$ cat src/rtl/core/glhb_pkg.sv
// Shared types and constants for the gridded leaflet height binner.
// Depends on nothing; imported by every module in rtl/core.
package glhb_pkg;

  localparam int MaxTiles   = 4096;
  localparam int TileAw     = $clog2(MaxTiles);
  localparam int CountBits  = 24;
  localparam int SumW       = 48;
  localparam int CoordW     = 18;
  localparam int ZW         = 18;
  localparam int BinW       = 12;
  localparam int GridW      = 13;
  localparam int MeanW      = 17;
  localparam int OffW       = CoordW + 1;

  // Offset*10 + 500 over 1000 is (offset + 50) / 100.
  localparam logic [OffW-1:0] BinHalf  = OffW'(50);
  localparam logic [7:0]      BinDiv   = 8'd100;
  // floor(2^24 / 100); quotient estimate is exact or one low.
  localparam int              RecipSh  = 24;
  localparam logic [17:0]     BinRecip = 18'd167772;

  // Register indexes (paddr[4:2])
  localparam logic [2:0] RegMinX  = 3'd0;
  localparam logic [2:0] RegMaxX  = 3'd1;
  localparam logic [2:0] RegMinY  = 3'd2;
  localparam logic [2:0] RegMaxY  = 3'd3;
  localparam logic [2:0] RegCols  = 3'd4;
  localparam logic [2:0] RegRows  = 3'd5;
  localparam logic [2:0] RegLimit = 3'd6;

  typedef struct packed {
    logic signed [SumW-1:0] usum;
    logic [CountBits-1:0]   ucnt;
    logic signed [SumW-1:0] lsum;
    logic [CountBits-1:0]   lcnt;
  } tile_ent_t;

endpackage

$ cat src/rtl/core/glhb_mean_div.sv
// Iterative mean divider: 17-bit saturating quotient of a 48-bit
// magnitude by a 24-bit count, one quotient bit a cycle. Depends on glhb_pkg.
module glhb_mean_div (
  input  logic                           clk_i,
  input  logic                           rst_ni,
  input  logic                           start_i,
  input  logic [glhb_pkg::SumW-1:0]      mag_i,
  input  logic [glhb_pkg::CountBits-1:0] den_i,
  output logic                           busy_o,
  output logic                           done_o,
  output logic [glhb_pkg::MeanW-1:0]     quot_o
);
  import glhb_pkg::*;

  logic             run_q;
  logic             done_q;
  logic [4:0]       step_q;
  logic [SumW-1:0]  rem_q;
  logic [SumW-1:0]  dsh_q;
  logic [MeanW-1:0] q_q;
  logic             sat;
  logic             take;

  // quotient too large for 17 bits (also catches a zero count)
  assign sat  = mag_i >= (SumW'(den_i) << MeanW);
  assign take = rem_q >= dsh_q;

  always_ff @(posedge clk_i or negedge rst_ni) begin
    if (!rst_ni) begin
      run_q  <= 1'b0;
      done_q <= 1'b0;
      step_q <= '0;
    end else begin
      done_q <= 1'b0;
      if (start_i) begin
        if (sat) begin
          done_q <= 1'b1;
        end else begin
          run_q  <= 1'b1;
          step_q <= 5'(MeanW - 1);
        end
      end else if (run_q) begin
        step_q <= step_q - 1'b1;
        if (step_q == '0) begin
          run_q  <= 1'b0;
          done_q <= 1'b1;
        end
      end
    end
  end

  // restoring division datapath
  always_ff @(posedge clk_i) begin
    if (start_i) begin
      rem_q <= mag_i;
      dsh_q <= SumW'(den_i) << (MeanW - 1);
      q_q   <= sat ? {MeanW{1'b1}} : '0;
    end else if (run_q) begin
      if (take) rem_q <= rem_q - dsh_q;
      dsh_q <= dsh_q >> 1;
      q_q   <= {q_q[MeanW-2:0], take};
    end
  end

  assign busy_o = run_q;
  assign done_o = done_q;
  assign quot_o = q_q;

  property p_start_idle;
    @(posedge clk_i) disable iff (!rst_ni) start_i |-> !run_q;
  endproperty
  a_start_idle: assert property (p_start_idle) else $error("divider restarted while busy");

  property p_done_ends_run;
    @(posedge clk_i) disable iff (!rst_ni) done_q |-> !run_q;
  endproperty
  a_done_ends_run: assert property (p_done_ends_run) else $error("done while running");

  property p_step_bound;
    @(posedge clk_i) disable iff (!rst_ni) run_q |-> step_q < 5'(MeanW);
  endproperty
  a_step_bound: assert property (p_step_bound) else $error("divider step out of range");

endmodule

$ cat config.mk
export PLATFORM = sky130hd
export DESIGN_NAME = glhb_mean_div
export DESIGN_NICKNAME = d
export VERILOG_FILES = /design/src/rtl/core/glhb_pkg.sv /design/src/rtl/core/glhb_mean_div.sv
export SDC_FILE = /design/constraint.sdc
export NUM_CORES = 1
export LEC_CHECK = 0
export ABC_AREA = 0
export BUFFER_PORTS_ARGS = -buffer_cell sky130_fd_sc_hd__buf_2
export CORE_MARGIN = 4
export CORE_UTILIZATION = 40
export CTS_CLUSTER_DIAMETER = 120
export DETAILED_ROUTE_END_ITERATION = 8
export PLACE_DENSITY = 0.55
export SYNTH_ARGS = -nofsm -noshare
export SYNTH_HDL_FRONTEND = slang
export SYNTH_SLANG_ARGS = --single-unit
$ cat constraint.sdc
create_clock -name clk_i -period 7.1 [get_ports clk_i]
set_input_delay 0.355 -clock clk_i [delete_from_list [all_inputs] [get_ports clk_i]]
set_output_delay 0.355 -clock clk_i [all_outputs]
set_load 0.1 [all_outputs]
### Word level (Yosys, flattened, before mapping)

Index checks and enable logic that the tools add are counted.

| storage, ports and cells | value |
|---|---|
| bits in read-only memories | 0 |
| latch bits | 0 |
| bits in writable memories | 0 |
| output and inout port bits | 19 |
| memories | 0 |
| logic and storage cells | 36 |
| register bits | 112 |

| operators by class | value |
|---|---|
| add/subtract/negate cells | 2 |
| reductions and logical operators | 5 |
| bitwise operators | 0 |
| shift operators | 0 |
| div/mod/pow operators | 0 |
| multipliers | 0 |
| equal/unequal tests | 1 |
| $lt $le $gt $ge | 2 |
| multiplexer cells | 19 |

Operators with widths:

| cell | number |
|---|---|
| two-way mux 48 bit | 3 |
| two-way mux 40 bit | 2 |
| two-way mux 17 bit | 3 |
| >= comparator 48 x 40 -> 1 bit | 1 |
| >= comparator 48 x 41 -> 1 bit | 1 |
| subtractor 48 x 40 -> 48 bit | 1 |
| two-way mux 5 bit | 3 |
| two-way mux 1 bit | 8 |
| zero test 5 bit | 1 |
| subtractor 5 x 1 -> 5 bit, second input constant | 1 |
| AND reduction 2 bit | 2 |
| nonzero test 2 bit | 2 |
| != test 2 bit, second input constant | 1 |

### Logic depth before layout (Yosys ltp)

Gate-level depths: netlist (run 1).

| depth | value |
|---|---|
| word-level depth | 4 |
| depth in mapped cells | 12 |
| mapped depth without buffers | 12 |

### Least setup slack after synthesis (run 1)

OpenSTA, ideal clock, no wires.

| timing path | value |
|---|---|
| kind | register to register |
| start point | register rem_q[10] |
| end point | register rem_q[0] (enable) |
| clock period less this slack | 3.508 ns |
| data required time | 6.696 ns |
| path buffers | 0 |
| arrival time | 3.104 ns |
| stages on the path, launching flop included | 10 |
| path slack | 3.592 ns |
| cell sequence | edfxtp_1 -> ha_1 -> inv_1 -> or3_1 -> o31ai_1 -> a21o_1 -> a21oi_4 -> o211ai_1 -> a41o_1 -> a21o_1 |

| on the way | value |
|---|---|
| word-level cells in the longest chain between the ends | 3 |

Ends and longest elaborated chain:

| what | RTL line | text |
|---|---|---|
| start: declaration | glhb_mean_div.sv:18 | `logic [SumW-1:0] rem_q;` |
| start signal: assignment | glhb_mean_div.sv:55 | `rem_q <= mag_i;` |
| start signal: assignment | glhb_mean_div.sv:59 | `if (take) rem_q <= rem_q - dsh_q;` |
| >= comparator 48 x 40 -> 1 bit | glhb_mean_div.sv:26 | `assign take = rem_q >= dsh_q;` |
| nonzero test 2 bit (no source line) | - |  |
| AND reduction 2 bit (no source line) | - |  |

No other way between the ends.
A chain may end at the register's enable or synchronous reset.

### Worst setup path after layout (run 1)

| timing path | value |
|---|---|
| start point | register rem_q[0] |
| end point | register rem_q[0] (enable) |

The elaborated chain is that of the path after synthesis.

==> results of run 1 <==
## area by class of cell
class | instances | area [um^2]
Inverter | 82 | 307.8
Fill cell | 1943 | 10640
Sequential cell | 112 | 3169
Timing Repair Buffer | 97 | 500.5
Clock inverter | 7 | 78.83
Tap cell | 265 | 331.6
Multi-Input combinational cell | 681 | 4464
Clock buffer | 9 | 225.2
## cells by family (layout without fill, tap and decap cells)
kind of cell             count (synthesis)  in the layout  share of synthesized area [%]
XOR/XNOR                                40             40                          4.310
adder cells (fa/ha/maj)                 67             67                          10.41
buffers and inverters                  127            195                          6.111
flip-flops                             112            112                          38.98
multiplexers                            20             20                          2.509
AO/OA/AOI/OAI                          280            280                          22.06
AND/OR/NAND/NOR                        274            274                          15.63
## critical path: stages (launching register included)
cell	delay, ns
edfxtp_1	0.36
inv_1	0.06
ha_1	0.16
inv_1	0.05
fa_1	0.40
a21o_1	0.22
a311oi_1	0.43
o31ai_1	0.17
a21o_1	0.27
a21oi_4	0.28
o211ai_1	0.15
a41o_1	0.27
a21o_2	0.34
buf_4	0.32
## cells in the mapped netlist (7+ instances only)
master	n	area [um^2]
a21o_1	28	210.2
a21oi_1	59	295.3
clkbuf_1	36	135.1
dfrtp_1	7	175.2
dfxtp_1	16	320.3
edfxtp_1	89	2673
ha_1	66	825.8
inv_1	82	307.8
mux2i_1	17	170.2
nand2_1	125	469.2
nand3_1	16	80.08
nand4_1	18	112.6
nor2_1	48	180.2
nor2b_1	7	43.79
nor3_1	15	75.07
nor4_1	7	43.79
o21a_1	22	165.2
o21ai_0	93	465.5
o21bai_1	15	112.6
or2_2	7	43.79
xnor2_1	23	201.4
xor2_1	17	148.9
## state kept, by name, indices dropped and copies added (netlist names)
register / flops
step_q: 5
rem_q: 48
dsh_q: 40
done_o: 1
busy_o: 1
quot_o: 17
## per-layer routing
metal	track usage, %	vias to the layer above	share of wire, %
met2	28.44	174	44
li1	-	3435	-
met4	4.026	0	0.74
met3	2.830	9	5.1
met1	29.14	3195	51
met5	0	-	0
## worst max-delay path by stage
stage / end
after CTS: rem_q[35]$_DFFE_PP_
after detailed placement: rem_q[34]$_DFFE_PP_
after global routing: rem_q[1]$_DFFE_PP_
after global placement: rem_q[34]$_DFFE_PP_
after floorplan: rem_q[0]$_DFFE_PP_
final: rem_q[0]$_DFFE_PP_
## power groups by stage
stage / logic [mW] / registers [mW] / clock network, mW
finish: 0.616 / 0.797 / 0.531
global route: 0.689 / 0.803 / 0.574
CTS: 0.615 / 0.797 / 0.545
detailed placement: 0.610 / 0.812 / 0
global placement: 0.613 / 0.810 / 0
floorplan: 0.441 / 0.820 / 0
## per-stage QoR
stage | cell area, um^2 | setup WS, ns | hold WS [ns] | utilization [%]
after CTS | 9077 | 3.334 | 0.2735 | 46.04
final | 9077 | 3.264 | 0.2731 | 46.04
after global placement | 8763 | 3.477 | 0.2015 | 44.44
after global routing | 9077 | 3.083 | 0.2767 | 46.04
after detailed placement | 8763 | 3.343 | 0.2006 | 44.44
after floorplan | 8128 | 3.592 | 0.05941 | -
==> results_tabular.tex, run 1 <==
\begin{tabular}{lr}
\hline
Metric & Value \\
\hline
\multicolumn{2}{l}{\textbf{Worst hold path}} \\
Worst hold path class & input port to register \\
Hold Path Origin & den\_i[22] \\
End of the worst hold path & dsh\_q[38]\$\_DFFE\_PP\_ \\
Hold path cells & 3 \\
\multicolumn{2}{l}{\textbf{Pwr}} \\
Internal power summed over all cells & 1.263 mW \\
Share of total power in combinational logic & 31.7\% \\
Peak supply drop & $\sim$0.00012 V \\
Static Leakage & 3.636 nW \\
Switching part of the total power & 35.03\% \\
Overall power of the completed layout & 1.944 mW \\
Clock power share & 27.3\% \\
PwrDens & 214.1 nW/um\^{}2 \\
Sequential group share of total power & 41.0\% \\
Switch Pwr & 0.6808 mW \\
\multicolumn{2}{l}{\textbf{Setup path}} \\
Arrival time at the worst endpoint & between 3 and 4 ns \\
Maximum fanout count along the critical path & 36 \\
FF-to-FF path depth & 13 \\
CP Launch Point & rem\_q[0]\$\_DFFE\_PP\_ \\
Startpoint type of the worst setup path & register \\
Capturing point of the worst reg2reg path & rem\_q[0]\$\_DFFE\_PP\_ \\
Endpoint type of the worst setup path & register \\
R2R Path Start & rem\_q[0]\$\_DFFE\_PP\_ \\
Flop2flop setup slack & about 3.3 ns \\
CP Data Required Time & 7.15 ns \\
Category of the critical setup timing path & register to register \\
\multicolumn{2}{l}{\textbf{Finish}} \\
Most common cell after layout, fill and taps aside & nand2\_1 \\
Antenna cells & 0 \\
Relative area change from synthesis to final layout & 11.68\% \\
Final Non-Filler Cells & 1253 \\
Fraction of layout cells with a size suffix above 1 & 13.66\% \\
Layout net count & roughly 1100 \\
Commonest non-fill, non-tap cells in the layout & nand2\_1, o21ai\_0, buf\_2, edfxtp\_1, inv\_1 \\
\multicolumn{2}{l}{\textbf{Routing}} \\
DR iter-0 viols & 441 \\
Number of remaining DRC errors & 0 \\
WL/cell & 17.00 um \\
First-pass DRT Iterations & 5 \\
Total number of vias & 6813 \\
Aggregate routed wire length & around 21000 um \\
Via-per-instance ratio & $\sim$5.4 \\
Number of nets with antenna violations after routing & 0 \\
\multicolumn{2}{l}{\textbf{Synthesis}} \\
Flip-flop and latch count after synthesis & 112 \\
Main flop type after synthesis & edfxtp\_1 \\
Distinct cell type count after synthesis & 64 \\
Mean cell area of the mapped netlist & roughly 8.8 um\^{}2 \\
Ys async rst share & 6.250\% \\
Number of enable flip-flop cells after synthesis & 89 \\
Synth warnings & 0 \\
Number of nets produced by synthesis & 1062 \\
Number of cells produced by synthesis & just over 900 \\
Share of synthesized area occupied by flip-flops and latches & 38.98\% \\
Netlist Area Pre-Place & 8128 um\^{}2 \\
\multicolumn{2}{l}{\textbf{Clocking}} \\
TritonCTS clock tree & done \\
TritonCTS Buffers & 9 \\
Maximum clock insertion buffer count & 2 \\
H-tree depth & 3 \\
Number of gates given a new drive strength after cts & 0 \\
Clk Tree Root Cell & clkbuf\_16 \\
Buffer count from post-CTS setup fixing & 0 \\
Clock-pin transition on the worst setup and hold timing paths & 0.09 ns \\
TritonCTS Sinks & about 110 \\
Clock insertion delay at the later pin of the skew report & 0.37 ns \\
CTS hold repair buffers & 1 \\
\multicolumn{2}{l}{\textbf{Timing}} \\
Skew final & 0.01470 ns \\
Period Utilization, post-route & 54.03\% \\
\# setup viols final & 0 \\
Highest clock frequency the design can meet & approximately 0.26 GHz \\
Normalized max-slew margin & between 20 and 25\% \\
Setup TNS after final layout & 0 ns \\
Unrepaired setup endpoints after global routing & no \\
Max Slew Vio Count & 0 \\
Final hold violation count & 0 \\
Worst Tran Pin Value & 1.125 ns \\
Shortest clock period the worst path allows after layout & 3.836 ns \\
\multicolumn{2}{l}{\textbf{Floorplan}} \\
Placeable Area & between 15000 and 20000 um\^{}2 \\
Initial Util & 41.22\% \\
Die Area & 22660 um\^{}2 \\
Total number of placement rows & 51 \\
Die Ht & 150.5 um \\
I/O pins & 94 \\
Die outline width & 150.5 um \\
\multicolumn{2}{l}{\textbf{Placement}} \\
Detail Placement HPWL & approximately 16000 um \\
Routability congestion estimate & around 0.85 \\
\# placed instances & $\sim$1200 \\
Count of buffers from port buffering & 93 \\
\multicolumn{2}{l}{\textbf{GRT}} \\
Wire length of the first global-routing pass & $\sim$34000 um \\
Aggregate global-route resource usage & 19.04\% \\
Via count of the first global-routing pass & approximately 6300 \\
Maximum number of pins on one net before global-route repair & 101 \\
Remaining global-route overflow & 0 \\
Antenna violations before repair & 0 \\
\multicolumn{2}{l}{\textbf{Status}} \\
Result of the run & finished, final reports clean \\
\multicolumn{2}{l}{\textbf{Job}} \\
Max-cap violation count & 0 \\
\hline
\end{tabular}
Power figures use the tool's default switching activity.
==> run 2, diff against run 1 <==
Clock period 7.1 ns to 3.6 ns, I/O delays scaled along.
==> run 2 against run 1 <==
Against the previous run:
- combinational power is 100% higher
- first-iteration DRC count is 5.4% lower
- register-to-register slack worse by 3.0 ns
- wire length is 0.92% higher
- hold slack worse by 0.17 ns
- cell count is 0.72% higher
- sequential cell count stayed put
- critical endpoint is now rem_q[46]$_DFFE_PP_
- largest power group unchanged
==> results_tabular.tex, run 2 (synthesized netlist as in run 1, its figures left out) <==
\begin{tabular}{lr}
\hline
Metric & Value \\
\hline
\multicolumn{2}{l}{\textbf{Timing}} \\
Highest clock frequency the design can meet & 0.3016 GHz (+16\%) \\
Shortest clock period the worst path allows after layout & 3.315 ns (-0.5211 ns) \\
Worst Tran Pin Value & 0.6844 ns (-0.4408 ns) \\
Skew final & 0.01048 ns (-0.004216 ns) \\
Unrepaired setup endpoints after global routing & no \\
Normalized max-slew margin & 53.19\% (+28 points) \\
Setup TNS after final layout & 0 ns (unchanged) \\
Period Utilization, post-route & 92.09\% (+38 points) \\
\# setup viols final & 0 (unchanged) \\
Max Slew Vio Count & 0 (unchanged) \\
Final hold violation count & 0 (unchanged) \\
\multicolumn{2}{l}{\textbf{Worst hold path}} \\
Worst hold path class & input port to register \\
\multicolumn{2}{l}{\textbf{Finish}} \\
Antenna cells & 0 (unchanged) \\
Largest register by flop count & rem\_q \\
Commonest non-fill, non-tap cells in the layout & nand2\_1, o21ai\_0, buf\_2, edfxtp\_1, inv\_1 \\
Relative area change from synthesis to final layout & 12.59\% \\
Flip-flop count of the largest register after layout & 48 (unchanged) \\
Layout net count & 1134 (+0.80\%) \\
Fraction of layout cells with a size suffix above 1 & 14.44\% (+0.78 points) \\
Most common cell after layout, fill and taps aside & nand2\_1 \\
\multicolumn{2}{l}{\textbf{Placement}} \\
Count of buffers from port buffering & 93 (unchanged) \\
Detail Placement HPWL & 16450 um (+2.1\%) \\
Routability congestion estimate & 0.8479 (about the same) \\
\multicolumn{2}{l}{\textbf{Setup path}} \\
Count of buffer and inverter cells on the critical path & 2 (-1) \\
Family of cells with the greatest summed delay on the critical path & compound AO/OA/AOI/OAI gates \\
Startpoint type of the worst setup path & register \\
Critical Path, Cell by Cell & inv\_1, ha\_1, inv\_1, fa\_1, a21o\_1, a311o\_1, a211oi\_1, nor2\_1, a21oi\_1, o211ai\_1, xnor2\_1, mux2\_2 \\
Crit-path slowest cell & a21oi\_1 \\
Maximum fanout count along the critical path & 4 (-89\%) \\
Crit-path most repeated cell & inv\_1 \\
Arrival time at the worst endpoint & 3.44 ns (-0.45 ns) \\
CP max stage delay & 0.41 ns (-0.02 ns) \\
Category of the critical setup timing path & register to register \\
CP Data Required Time & 3.72 ns (-3.43 ns) \\
Endpoint type of the worst setup path & register \\
\multicolumn{2}{l}{\textbf{Clocking}} \\
TritonCTS Buffers & 9 (unchanged) \\
TritonCTS clock tree & done \\
Clock insertion delay at the later pin of the skew report & 0.37 ns (about the same) \\
Clock-pin transition on the worst setup and hold timing paths & 0.08 ns (about the same) \\
TritonCTS Sinks & 112 (unchanged) \\
Clk Tree Root Cell & clkbuf\_16 \\
Maximum clock insertion buffer count & 2 (unchanged) \\
H-tree depth & 3 (unchanged) \\
Buffer count from post-CTS setup fixing & 0 (unchanged) \\
\multicolumn{2}{l}{\textbf{Floorplan}} \\
Initial Util & 41.22\% (unchanged) \\
Die outline width & 150.5 um (unchanged) \\
Die Area & 22660 um\^{}2 (unchanged) \\
I/O pins & 94 (unchanged) \\
Die Ht & 150.5 um (unchanged) \\
Total number of placement rows & 51 (unchanged) \\
Placeable Area & 19720 um\^{}2 (unchanged) \\
\multicolumn{2}{l}{\textbf{Routing}} \\
Aggregate routed wire length & 21500 um (+0.92\%) \\
WL/cell & 17.03 um (+0.20\%) \\
Number of nets with antenna violations after routing & 0 (unchanged) \\
Number of remaining DRC errors & 0 (unchanged) \\
First-pass DRT Iterations & 5 (unchanged) \\
Via-per-instance ratio & 5.433 (about the same) \\
DR iter-0 viols & 417 (-5.4\%) \\
Total number of vias & 6856 (+0.63\%) \\
\multicolumn{2}{l}{\textbf{Pwr}} \\
PwrDens & 420.3 nW/um\^{}2 (+96\%) \\
Peak supply drop & 0.0002324 V (+87\%) \\
Overall power of the completed layout & 3.846 mW (+98\%) \\
Static Leakage & 3.678 nW (+1.2\%) \\
\multicolumn{2}{l}{\textbf{GRT}} \\
Wire length of the first global-routing pass & 34350 um (+0.91\%) \\
Aggregate global-route resource usage & 19.24\% (+0.20 points) \\
Maximum number of pins on one net before global-route repair & 71 (-30\%) \\
Via count of the first global-routing pass & 6501 (+2.5\%) \\
Remaining global-route overflow & 0 (unchanged) \\
Antenna violations before repair & 0 (unchanged) \\
\multicolumn{2}{l}{\textbf{Job}} \\
Max-cap violation count & 0 (unchanged) \\
\multicolumn{2}{l}{\textbf{Status}} \\
Result of the run & finished, final reports clean \\
\hline
\end{tabular}
## run 2: cell types whose count changed in the layout (fill, tap and decap cells not counted)
cell	delta
buf_12	+1
buf_4	+8
clkinv_4	+1
clkinv_8	-1
clkinvlp_4	+1
inv_6	-2
inv_8	+1
## run 2: layer usage
metal | share of wire [%] | up-vias | GRT usage, %
li1 | - | 3451 | -
met1 | 51 | 3216 | 29.14
met2 | 43 | 173 | 28.95
met3 | 5.3 | 16 | 3.281
met4 | 1.0 | 0 | 3.660
met5 | 0 | - | 0
## run 2: layout make-up
type | instances | area (um^2)
clock buffers | 9 | 225.2
clock inverters | 7 | 72.57
fillers | 1970 | 10570
inverters | 82 | 307.8
multi-input cells | 681 | 4464
flip-flops and latches | 112 | 3169
well taps | 265 | 331.6
repair buffers | 106 | 580.6
## run 2: power breakdown
group | switching [mW] | internal, mW | leakage (nW)
logic | 0.751 | 0.484 | 2.46
registers | 0.0490 | 1.52 | 1.07
clock network | 0.548 | 0.494 | 0.143
total | 1.35 | 2.50 | 3.68
## run 2: per-stage QoR
stage / instance area (um^2) / utilization (%) / cells / setup slack, ns / hold WS (ns)
3_5_place_dp: 8843 / 44.85 / 1245 / 0.2972 / 0.02393
2_1_floorplan: 8128 / - / 920 / 0.09182 / -0.1156
3_3_place_gp: 8843 / 44.85 / 1245 / 0.3399 / 0.02661
6_report: 9151 / 46.41 / 1262 / 0.2846 / 0.1051
4_1_cts: 9151 / 46.41 / 1262 / 0.2819 / 0.09426
5_1_grt: 9151 / 46.41 / 1262 / 0.08553 / 0.1016
## run 2: worst reg2reg max path, stage by stage (launching register included)
cell and delay (ns):
edfxtp_1 0.38, inv_1 0.07, ha_1 0.16, inv_1 0.06, fa_1 0.39, a21o_1 0.21
a311o_1 0.40, a211oi_1 0.28, nor2_1 0.14, a21oi_1 0.41, o211ai_1 0.18, xnor2_1 0.14
mux2_2 0.26
## run 2: worst paths after layout
path / start / end / slack [ns] / depth (start not counted)
max in group asynchronous: rst_ni / busy_o$_DFFE_PN0P_ / 3.26 / 2
min in group asynchronous: rst_ni / busy_o$_DFFE_PN0P_ / 0.17 / 2
min: den_i[15] / dsh_q[31]$_DFFE_PP_ / 0.11 / 3
max reg2reg: rem_q[0]$_DFFE_PP_ / rem_q[46]$_DFFE_PP_ / 0.28 / 12
min reg2reg: dsh_q[0]$_SDFFE_PP0P_ / dsh_q[0]$_SDFFE_PP0P_ / 0.50 / 2
max: rem_q[0]$_DFFE_PP_ / rem_q[46]$_DFFE_PP_ / 0.28 / 12
## run 2: timing repair
| item | in CTS | in global routing |
|---|---|---|
| hold buffers | 1 | 0 |
| endpoints found under the hold margin | 7 | 0 |
| gates resized for setup | 0 | 0 |
